<file path="config.mk">
export PLATFORM = sky130hd
export DESIGN_NAME = ordered_list_engine_unit
export DESIGN_NICKNAME = d
export VERILOG_FILES = /design/src/hdl/olist_pkg.sv /design/src/hdl/olist_cell.sv /design/src/hdl/ordered_list_engine_unit.sv
export SDC_FILE = /design/constraint.sdc
export NUM_CORES = 2
export LEC_CHECK = 0
export BUFFER_PORTS_ARGS = -buffer_cell sky130_fd_sc_hd__buf_4
export CORE_MARGIN = 8
export CORE_UTILIZATION = 28
export DETAILED_ROUTE_END_ITERATION = 8
export HOLD_SLACK_MARGIN = 0.1
export MAX_ROUTING_LAYER = met4
export SLEW_MARGIN = 20
export SYNTH_ARGS = -nofsm -noshare
export SYNTH_HDL_FRONTEND = slang
export SYNTH_HIERARCHICAL = 1
export SYNTH_SLANG_ARGS = --single-unit
</file>
<file path="constraint.sdc">
create_clock -name clk -period 11.71 [get_ports clk]
set_input_delay 0.5855 -clock clk [delete_from_list [all_inputs] [get_ports clk]]
set_output_delay 0.5855 -clock clk [all_outputs]
set_load 0.1 [all_outputs]
</file>
<file path="src/hdl/olist_pkg.sv">
// ----------------------------------------------------------------------------
// olist_pkg
// shared constants and types for the ordered list engine
// ----------------------------------------------------------------------------
package olist_pkg;

  localparam int LIST_DEPTH_DEF = 16;
  localparam int VALUE_W        = 32;
  localparam int ACTION_W       = 3;
  localparam int POSITION_W     = 5;
  localparam int COUNT_OUT_W    = 5;

  localparam logic [ACTION_W-1:0] ACT_PUSH_HEAD   = 3'd0;
  localparam logic [ACTION_W-1:0] ACT_PUSH_TAIL   = 3'd1;
  localparam logic [ACTION_W-1:0] ACT_INSERT_ASC  = 3'd2;
  localparam logic [ACTION_W-1:0] ACT_INSERT_DESC = 3'd3;
  localparam logic [ACTION_W-1:0] ACT_POP_FIRST   = 3'd4;
  localparam logic [ACTION_W-1:0] ACT_POP_LAST    = 3'd5;
  localparam logic [ACTION_W-1:0] ACT_REMOVE_AT   = 3'd6;

  typedef logic signed [VALUE_W-1:0] value_t;

  typedef struct packed {
    logic take_left;
    logic take_new;
    logic take_right;
  } cell_ctl_t;

endpackage

</file>
<file path="src/hdl/olist_cell.sv">
// ----------------------------------------------------------------------------
// olist_cell
// one list entry: holds a value, compares it against an incoming word and
// moves toward head or tail with its neighbors
// ----------------------------------------------------------------------------
module olist_cell (
  input  logic                 clk,
  input  logic                 load,
  input  logic                 desc,
  input  olist_pkg::value_t    item_value,
  input  olist_pkg::cell_ctl_t ctl,
  input  olist_pkg::value_t    new_value,
  input  olist_pkg::value_t    left_value,
  input  olist_pkg::value_t    right_value,
  output olist_pkg::value_t    value,
  output logic                 hit
);
  import olist_pkg::*;

  logic hit_next;

  always_comb begin
    if (desc) begin
      hit_next = !(item_value < value);
    end else begin
      hit_next = !(value < item_value);
    end
  end

  always_ff @(posedge clk) begin
    if (load) begin
      hit <= hit_next;
    end
    if (ctl.take_new) begin
      value <= new_value;
    end else if (ctl.take_left) begin
      value <= left_value;
    end else if (ctl.take_right) begin
      value <= right_value;
    end
  end

endmodule

</file>
<file path="src/hdl/ordered_list_engine_unit.sv">
// ----------------------------------------------------------------------------
// ordered_list_engine_unit
// bounded list of signed words kept in a row of cells, with push, ordered
// insert, pop and remove at an index
// each word goes through accept, cell update and head/tail report in turn;
// the next word is taken only once the report is made, which waits for a free output
// a new word is taken while the previous result still waits at the output
// reset: synchronous, clears the entry count and the control state only
// ----------------------------------------------------------------------------
module ordered_list_engine_unit #(
  parameter int LIST_DEPTH = olist_pkg::LIST_DEPTH_DEF
) (
  input  logic                                clk,
  input  logic                                rst,
  input  logic                                item_valid,
  output logic                                item_ready,
  input  logic [olist_pkg::ACTION_W-1:0]      action,
  input  olist_pkg::value_t                   item_value,
  input  logic [olist_pkg::POSITION_W-1:0]    position,
  output logic                                result_valid,
  input  logic                                result_ready,
  output logic [olist_pkg::COUNT_OUT_W-1:0]   entry_count,
  output olist_pkg::value_t                   first_value,
  output olist_pkg::value_t                   last_value,
  output logic                                rejected
);
  import olist_pkg::*;

  localparam int CW = $clog2(LIST_DEPTH + 1);
  localparam int IW = $clog2(LIST_DEPTH);
  localparam int WW = (CW > POSITION_W) ? CW : POSITION_W;
  localparam int LV = $clog2(LIST_DEPTH);

  localparam logic [1:0] S_IDLE   = 2'd0;
  localparam logic [1:0] S_EXEC   = 2'd1;
  localparam logic [1:0] S_REPORT = 2'd2;

  logic [1:0]            state;
  logic [1:0]            state_next;
  logic [ACTION_W-1:0]   act;
  value_t                val;
  logic [POSITION_W-1:0] pos;
  logic [CW-1:0]         count;
  logic [CW-1:0]         count_next;
  logic                  rej;
  logic                  rej_next;

  logic                  accept;
  logic                  load;
  logic                  desc;
  logic                  is_insert;
  logic                  out_free;

  value_t                vals [LIST_DEPTH];
  logic [LIST_DEPTH-1:0] hits;
  cell_ctl_t             ctls [LIST_DEPTH];

  logic [LIST_DEPTH-1:0] h;
  logic [LIST_DEPTH-1:0] del;
  logic [LIST_DEPTH-1:0] pre [LV+1];
  logic [LIST_DEPTH-1:0] m;
  logic                  opens;
  logic                  closes;
  logic [IW-1:0]         last_idx;

  assign item_ready = (state == S_IDLE);
  assign accept     = item_valid && item_ready;
  assign is_insert  = (action == ACT_INSERT_ASC) || (action == ACT_INSERT_DESC);
  assign load       = accept && is_insert;
  assign desc       = (action == ACT_INSERT_DESC);
  assign out_free   = !result_valid || result_ready;

  // operation decode and masks
  always_comb begin
    rej_next = 1'b0;
    opens    = 1'b0;
    closes   = 1'b0;
    h        = '0;
    del      = '0;
    unique case (act) inside
      ACT_PUSH_HEAD, ACT_PUSH_TAIL, ACT_INSERT_ASC, ACT_INSERT_DESC: begin
        if (count == CW'(LIST_DEPTH)) begin
          rej_next = 1'b1;
        end else begin
          opens = 1'b1;
        end
      end
      ACT_POP_FIRST, ACT_POP_LAST: begin
        if (count == '0) begin
          rej_next = 1'b1;
        end else begin
          closes = 1'b1;
        end
      end
      ACT_REMOVE_AT: begin
        if ((count == '0) || (WW'(pos) >= WW'(count))) begin
          rej_next = 1'b1;
        end else begin
          closes = 1'b1;
        end
      end
      default: begin
        rej_next = 1'b1;
      end
    endcase
    for (int i = 0; i < LIST_DEPTH; i++) begin
      case (act) inside
        ACT_PUSH_HEAD:  h[i] = (i == 0);
        ACT_PUSH_TAIL:  h[i] = (CW'(i) == count);
        ACT_INSERT_ASC, ACT_INSERT_DESC:
          h[i] = (hits[i] && (CW'(i) < count)) || (CW'(i) == count);
        default:        h[i] = 1'b0;
      endcase
      case (act)
        ACT_POP_FIRST: del[i] = 1'b1;
        ACT_REMOVE_AT: del[i] = (WW'(i) >= WW'(pos));
        default:       del[i] = 1'b0;
      endcase
    end
  end

  // prefix or over the hit flags, log depth
  always_comb begin
    pre[0] = h;
    for (int l = 0; l < LV; l++) begin
      for (int i = 0; i < LIST_DEPTH; i++) begin
        if (i >= (1 << l)) begin
          pre[l+1][i] = pre[l][i] | pre[l][i - (1 << l)];
        end else begin
          pre[l+1][i] = pre[l][i];
        end
      end
    end
    m = pre[LV];
  end

  always_comb begin
    for (int i = 0; i < LIST_DEPTH; i++) begin
      ctls[i] = '0;
      if (state == S_EXEC) begin
        if (opens) begin
          ctls[i].take_new  = m[i] && ((i == 0) || !m[(i == 0) ? 0 : i - 1]);
          ctls[i].take_left = m[i] && !ctls[i].take_new;
        end else if (closes) begin
          ctls[i].take_right = del[i];
        end
      end
    end
  end

  genvar g;
  generate
    for (g = 0; g < LIST_DEPTH; g++) begin : g_cell
      olist_cell u_cell (
        .clk         (clk),
        .load        (load),
        .desc        (desc),
        .item_value  (item_value),
        .ctl         (ctls[g]),
        .new_value   (val),
        .left_value  (vals[(g == 0) ? 0 : g - 1]),
        .right_value (vals[(g == LIST_DEPTH - 1) ? g : g + 1]),
        .value       (vals[g]),
        .hit         (hits[g])
      );
    end
  endgenerate

  always_comb begin
    count_next = count;
    if (opens) begin
      count_next = count + CW'(1);
    end else if (closes) begin
      count_next = count - CW'(1);
    end
  end

  assign last_idx = IW'(count - CW'(1));

  always_comb begin
    state_next = state;
    unique case (state)
      S_IDLE:   if (accept) state_next = S_EXEC;
      S_EXEC:   state_next = S_REPORT;
      S_REPORT: if (out_free) state_next = S_IDLE;
      default:  state_next = S_IDLE;
    endcase
  end

  always_ff @(posedge clk) begin
    if (rst) begin
      state        <= S_IDLE;
      count        <= '0;
      result_valid <= 1'b0;
    end else begin
      state <= state_next;
      if (state == S_EXEC) begin
        count <= count_next;
      end
      if (state == S_REPORT && out_free) begin
        result_valid <= 1'b1;
      end else if (result_ready) begin
        result_valid <= 1'b0;
      end
    end
  end

  always_ff @(posedge clk) begin
    if (accept) begin
      act <= action;
      val <= item_value;
      pos <= position;
    end
    if (state == S_EXEC) begin
      rej <= rej_next;
    end
    if (state == S_REPORT && out_free) begin
      entry_count <= COUNT_OUT_W'(count);
      rejected    <= rej;
      if (count == '0) begin
        first_value <= '0;
        last_value  <= '0;
      end else begin
        first_value <= vals[0];
        last_value  <= vals[last_idx];
      end
    end
  end

endmodule
</file>
Word-level counts from Yosys, hierarchy flattened

Index checks and enable logic that the tools add are counted.

Register bits: 647
Memory bits (read-only): 0
Memories: 0
Latch bits: 0
Output and inout port bits: 72
Memory bits (writable): 0
Word-level logic and storage cells: 558

Equal/unequal tests: 29
$lt $le $gt $ge: 66
Bitwise operators: 50
Multiplexer cells: 210
Divide/modulo/power cells: 0
$add $sub $neg: 2
Multiply operators: 0
Reductions and logical operators: 158
Shift operators: 0

Operators by type and width:

| operator                                                                            | count |
|---|---|
| 32-bit two-way mux                                                                  | 49 |
| 32-bit less-than comparator                                                         | 32 |
| 32-bit binary-select mux with 4-bit select                                          | 1 |
| 1-bit two-way mux                                                                   | 106 |
| 1-bit zero test                                                                     | 63 |
| 1-bit logical AND                                                                   | 49 |
| 1-bit OR                                                                            | 49 |
| 3-bit two-way mux                                                                   | 15 |
| 3-bit nonzero test                                                                  | 14 |
| 4-bit by 5-bit equality test with 1-bit output (first input constant)               | 8 |
| 4-bit by 5-bit greater-or-equal comparator with 1-bit output (first input constant) | 8 |
| 4-bit by 5-bit less-than comparator with 1-bit output (first input constant)        | 8 |
| 2-bit two-way mux                                                                   | 18 |
| 1-bit one-hot mux with 2 select lines                                               | 17 |
| 3-bit by 5-bit equality test with 1-bit output (first input constant)               | 4 |
| 3-bit by 5-bit greater-or-equal comparator with 1-bit output (first input constant) | 4 |
| 3-bit by 5-bit less-than comparator with 1-bit output (first input constant)        | 4 |
| 1-bit logical OR                                                                    | 19 |
| 3-bit by 2-bit equality test with 1-bit output (second input constant)              | 4 |
| 2-bit by 5-bit equality test with 1-bit output (first input constant)               | 2 |
| 1-bit by 5-bit greater-or-equal comparator with 1-bit output (first input constant) | 2 |
| 2-bit by 5-bit greater-or-equal comparator with 1-bit output (first input constant) | 2 |
| 1-bit by 5-bit less-than comparator with 1-bit output (first input constant)        | 2 |
| 2-bit by 5-bit less-than comparator with 1-bit output (first input constant)        | 2 |
| 23 further kinds                                                                    | 33 |

Depth between registers and ports, before layout

Word-level depth: 19
Depth in mapped cells: 16
Mapped depth without buffers: 10

By module

Netlist, hierarchy kept.

By module, submodules not included:

| module                   | cells an instance | area each (um^2) | times used |
|---|---|---|---|
| olist_cell               | 259               | 2469.9           | 16 |
| ordered_list_engine_unit | 719               | 9374.0           | 1 |

Worst setup path before layout

OpenSTA, ideal clock, no wires.

Path type: register -> register
From: register count[0]
To: register g_cell[14].u_cell.value[0], enable pin
Required time: 11.320 ns
Period minus slack after synthesis: 5.348 ns
Path buffers: 5
Stages on the path, launching flop included: 15
Path slack: 6.362 ns
Arrival time: 4.958 ns
Path through: dfxtp_1 clkbuf_1 buf_1 buf_2 inv_1 ha_1 or4b_2 clkbuf_1 o21ai_0 a32o_2 or4b_4 nor4b_4 and4_1 clkbuf_1 or3_1

RTL lines:

| item                   | line                            | source |
|---|---|---|
| start, declared        | ordered_list_engine_unit.sv:43  | `logic [CW-1:0] count;` |
| start signal, assigned | ordered_list_engine_unit.sv:198 | `count <= count_next;` |
| end signal, assigned   | olist_cell.sv:35                | `value <= new_value;` |
| end signal, assigned   | olist_cell.sv:37                | `value <= left_value;` |
| end signal, assigned   | olist_cell.sv:39                | `value <= right_value;` |
| end, declared          | olist_cell.sv:15                | `output olist_pkg::value_t value,` |

==> results by group <==
GRT
  – Initial antenna violation count: 3
  – Congestion Overflow GR: 0
  – Global-route wire length before repair: 239 mm
  – Total Routing Usage GR: 16.9%
  – Pin count of the biggest net entering global routing: 66
  – Vias in the first global route: 36700

STA
  – Final clock skew: 0.0389 ns
  – Rel. slew slack: 15.2%
  – Peak Freq: 0.155 GHz
  – Hold Vio Cnt, Final: 0
  – Fin crit share: 55.3%
  – RSZ-0062 raised after global routing: false
  – Worst hold slack: 0.127 ns
  – Fin Setup TNS: 0 ns
  – Worst-Margin Slew: around 1.3 ns
  – Pins Over Slew Limit: 0
  – Tmin final: 6.47 ns
  – Final setup vio count: 0

Worst setup path
  – Instance count on the critical path: 9
  – Worst-path fanout max: 65
  – Worst path slowest cell: and3_2
  – R2r startpoint: count[0]$_SDFFE_PP0P_
  – R2r endpoint: g_cell[12].u_cell/value[7]$_DFFE_PP_
  – Worst path arrival time: 6.76 ns
  – Critical path class: flip-flop to flip-flop
  – Max stage delay on crit path: 1.06 ns
  – CP Launch Type: flip-flop
  – Critical path capture point type: flip-flop
  – Critical path data required time: 12.00 ns
  – Reg2Reg Depth: 9
  – Setup slack, reg-to-reg: between 5 and 6 ns
  – Cells along the critical path: inv_1 > ha_4 > or4b_2 > o21ai_0 > a32o_2 > or4b_4 > nor4b_4 > and3_2 > or3_2
  – Critical path destination: g_cell[12].u_cell/value[7]$_DFFE_PP_
  – Cell family with most CP delay: simple AND/OR/NAND/NOR gates
  – CP Launch Point: count[0]$_SDFFE_PP0P_
  – Crit path buf inv count: 1

CTS
  – H-Tree Depth: 3
  – Number of CTS-inserted buffers: between 70 and 80
  – Clk sink count: 647
  – Worst-Skew Late Latency: approximately 0.7 ns
  – Root Buffer: clkbuf_16
  – PostCTS Resize Cnt: 0
  – Clock Path Buffers: 3
  – Post-CTS Setup Inserts: 0
  – CTS tree: built
  – CTS clock-pin slew for the worst setup and hold paths: 0.06 ns

Synthesis
  – Synth Flop Type: edfxtp_1
  – Warning count from the yosys run: 6
  – Post-synthesis sequential area ratio: 39.6%
  – Syn_nets: 5429
  – Cells after Synth: 4863
  – Synth async-reset ratio: 0%
  – Syn Std Cell Area: 48900 um^2
  – Seq cells post-synth: between 600 and 700
  – Post-synth cell types: 64
  – Syn Area/Cell: just over 10 um^2
  – Post-synth EDFFs: between 600 and 700

Floorplan
  – FP Rows: 153
  – Core area: 174000 um^2
  – DIE HEIGHT: ~430 um
  – Initial Utilization: between 20 and 30%
  – Die area: 188000 um^2
  – Die width: 434 um
  – I/O pins: 116

Final layout
  – Util after Layout: between 30% and 40%
  – Commonest cells after routing, fill and taps aside: nand2_1, edfxtp_1, mux2i_1, inv_1, ha_1
  – Layout area overhead: 12.6%
  – Commonest non-fill, non-tap cell in the layout: nand2_1
  – Final nets: 5436
  – Share of layout cells above drive strength 1: 10.5%
  – Fill count: 17600

Place
  – DP HPWL: ~120 mm
  – PortBufs: about 120
  – RePlAce Congestion: 0.892

Power
  – Power share of the sequential group: 43.1%
  – Combinational share of power: 17.6%
  – Internal: 4.58 mW
  – Part of the power in the clock network: 39.3%
  – Psw: 1.95 mW
  – Leak: 20.8 nW
  – Peak supply drop: 0.0000948 V
  – Sw Ratio: 29.8%
  – Power per cell area: 119 nW/um^2

Drt
  – Final ANT Viol Nets: 0
  – Vias: 38100
  – DRC viols: 0
  – Initial DRC count: between 3000 and 4000
  – First-pass DRT Iterations: 6
  – Vias per cell: between 5 and 6
  – WL/cell: 22.1 um
  – Total wire length: roughly 160 mm

Status
  – Status: complete, no violations

Run
  – Max cap viols: 0

Hold path
  – Hold Crit Class: primary input to flip-flop
## area by class of cell
class                   count  area, um^2  area share (%)
diodes                      2        5.00         0.00909
clock buffers              98        2050            3.72
clock inverters            44         577            1.05
inverters                 559        2100            3.81
multi-input cells        3413       26800            48.6
flip-flops and latches    647       19400            35.2
well taps                2325        2910            5.29
repair buffers            171        1290            2.35
## registers in the layout (all words and copies together) (netlist names)
register / cells
count: 5
state: 2
first_value: 32
pos: 5
result_valid: 1
entry_count: 5
val: 32
g_cell.u_cell/value: 512
act: 3
g_cell.u_cell/hit: 16
last_value: 32
rejected: 1
rej: 1
## through the flow
step	cell area [um^2]	instances	power [mW]	worst slack, ns
CTS	55000	7257	6.58	5.07
floorplan	48900	4863	3.56	6.36
global placement	52300	7111	3.96	5.25
global route	55000	7258	6.76	4.69
detailed placement	52300	7111	4.00	5.13
finish	55000	7259	6.53	5.24
## routing by layer
layer / global-route usage (%) / vias up / wire length, um
met3: 1.78 / 309 / 8280
met5: - / - / 0
met1: 20.4 / 18600 / 64900
met2: 28.8 / 1322 / 79800
li1: - / 17800 / -
met4: 7.28 / 0 / 7360
## power groups by stage
stage          Sequential, mW  Clock, mW  Combinational, mW
2_1_floorplan            2.83          0              0.726
3_3_place_gp             2.86          0               1.11
3_5_place_dp             2.86          0               1.14
4_1_cts                  2.81       2.61               1.15
5_1_grt                  2.82       2.69               1.25
6_report                 2.81       2.56               1.15
## cells in the mapped netlist (3+ instances only)
cell type / instances / share of area [%]
a21o_1: 52 / 0.80
and4_1: 3 / 0.054
a211oi_1: 65 / 1.0
buf_2: 56 / 0.57
dfxtp_1: 8 / 0.33
xnor2_1: 4 / 0.072
buf_1: 12 / 0.092
mux2i_1: 562 / 12
xor2_1: 17 / 0.30
a21oi_2: 32 / 0.57
nor4_1: 35 / 0.45
mux2_2: 3 / 0.069
a41oi_1: 16 / 0.29
or2_2: 4 / 0.051
and3_1: 12 / 0.15
nand3_1: 39 / 0.40
o21ai_2: 16 / 0.29
a221o_1: 16 / 0.33
inv_1: 559 / 4.3
nor3_1: 23 / 0.24
or3_1: 18 / 0.23
a32o_1: 3 / 0.061
nor2_1: 71 / 0.55
edfxtp_1: 639 / 39
clkbuf_1: 174 / 1.3
mux4_2: 128 / 5.9
ha_1: 522 / 13
nor3b_1: 4 / 0.061
nand4_1: 98 / 1.3
nand2b_1: 7 / 0.090
a211o_1: 17 / 0.30
and2_1: 37 / 0.47
o21a_1: 4 / 0.061
o211ai_1: 18 / 0.28
nand2_1: 678 / 5.2
nor2b_1: 40 / 0.51
a31oi_1: 11 / 0.14
o21ai_0: 73 / 0.75
o21ai_1: 512 / 5.2
a21oi_1: 245 / 2.5
## cells by family after synthesis
kind of cell               after synthesis  synth area share [%]
AOI/OAI and AO/OA                     1095                  12.9
xor gates and xnor gates                21                 0.376
adders and majority gates              522                  13.4
buffers and inverters                  803                  6.34
DFF                                    647                  39.6
muxes                                  693                  17.5
other                                    1               0.00767
and+or+nand+nor                       1081                  9.99
## how the worst min path moves through the flow
| stage | startpoint | to | depth (start not counted) |
|---|---|---|---|
| 2_1_floorplan | rej$_DFFE_PP_ | rejected$_DFFE_PP_ | 0 |
| 3_3_place_gp | rej$_DFFE_PP_ | rejected$_DFFE_PP_ | 0 |
| 3_5_place_dp | rej$_DFFE_PP_ | rejected$_DFFE_PP_ | 0 |
| 4_1_cts | position[4] | pos[4]$_DFFE_PP_ | 1 |
| 5_1_grt | position[4] | pos[4]$_DFFE_PP_ | 1 |
| 6_report | position[4] | pos[4]$_DFFE_PP_ | 1 |
## worst register-to-register path, delay by kind of cell (launching register included)
| kind | cells | cell delay, ns |
|---|---|---|
| simple gates | 5 | 4.08 |
| fa+ha+maj | 1 | 0.25 |
| flops | 1 | 0.87 |
| compound gates | 2 | 0.56 |
| buf+inv | 1 | 0.27 |
## timing repair
item	in CTS	in global routing
hold buffers	4	0
setup endpoints to repair	0	0
hold endpoints to repair	4	0
Power figures use the tool's default switching activity.
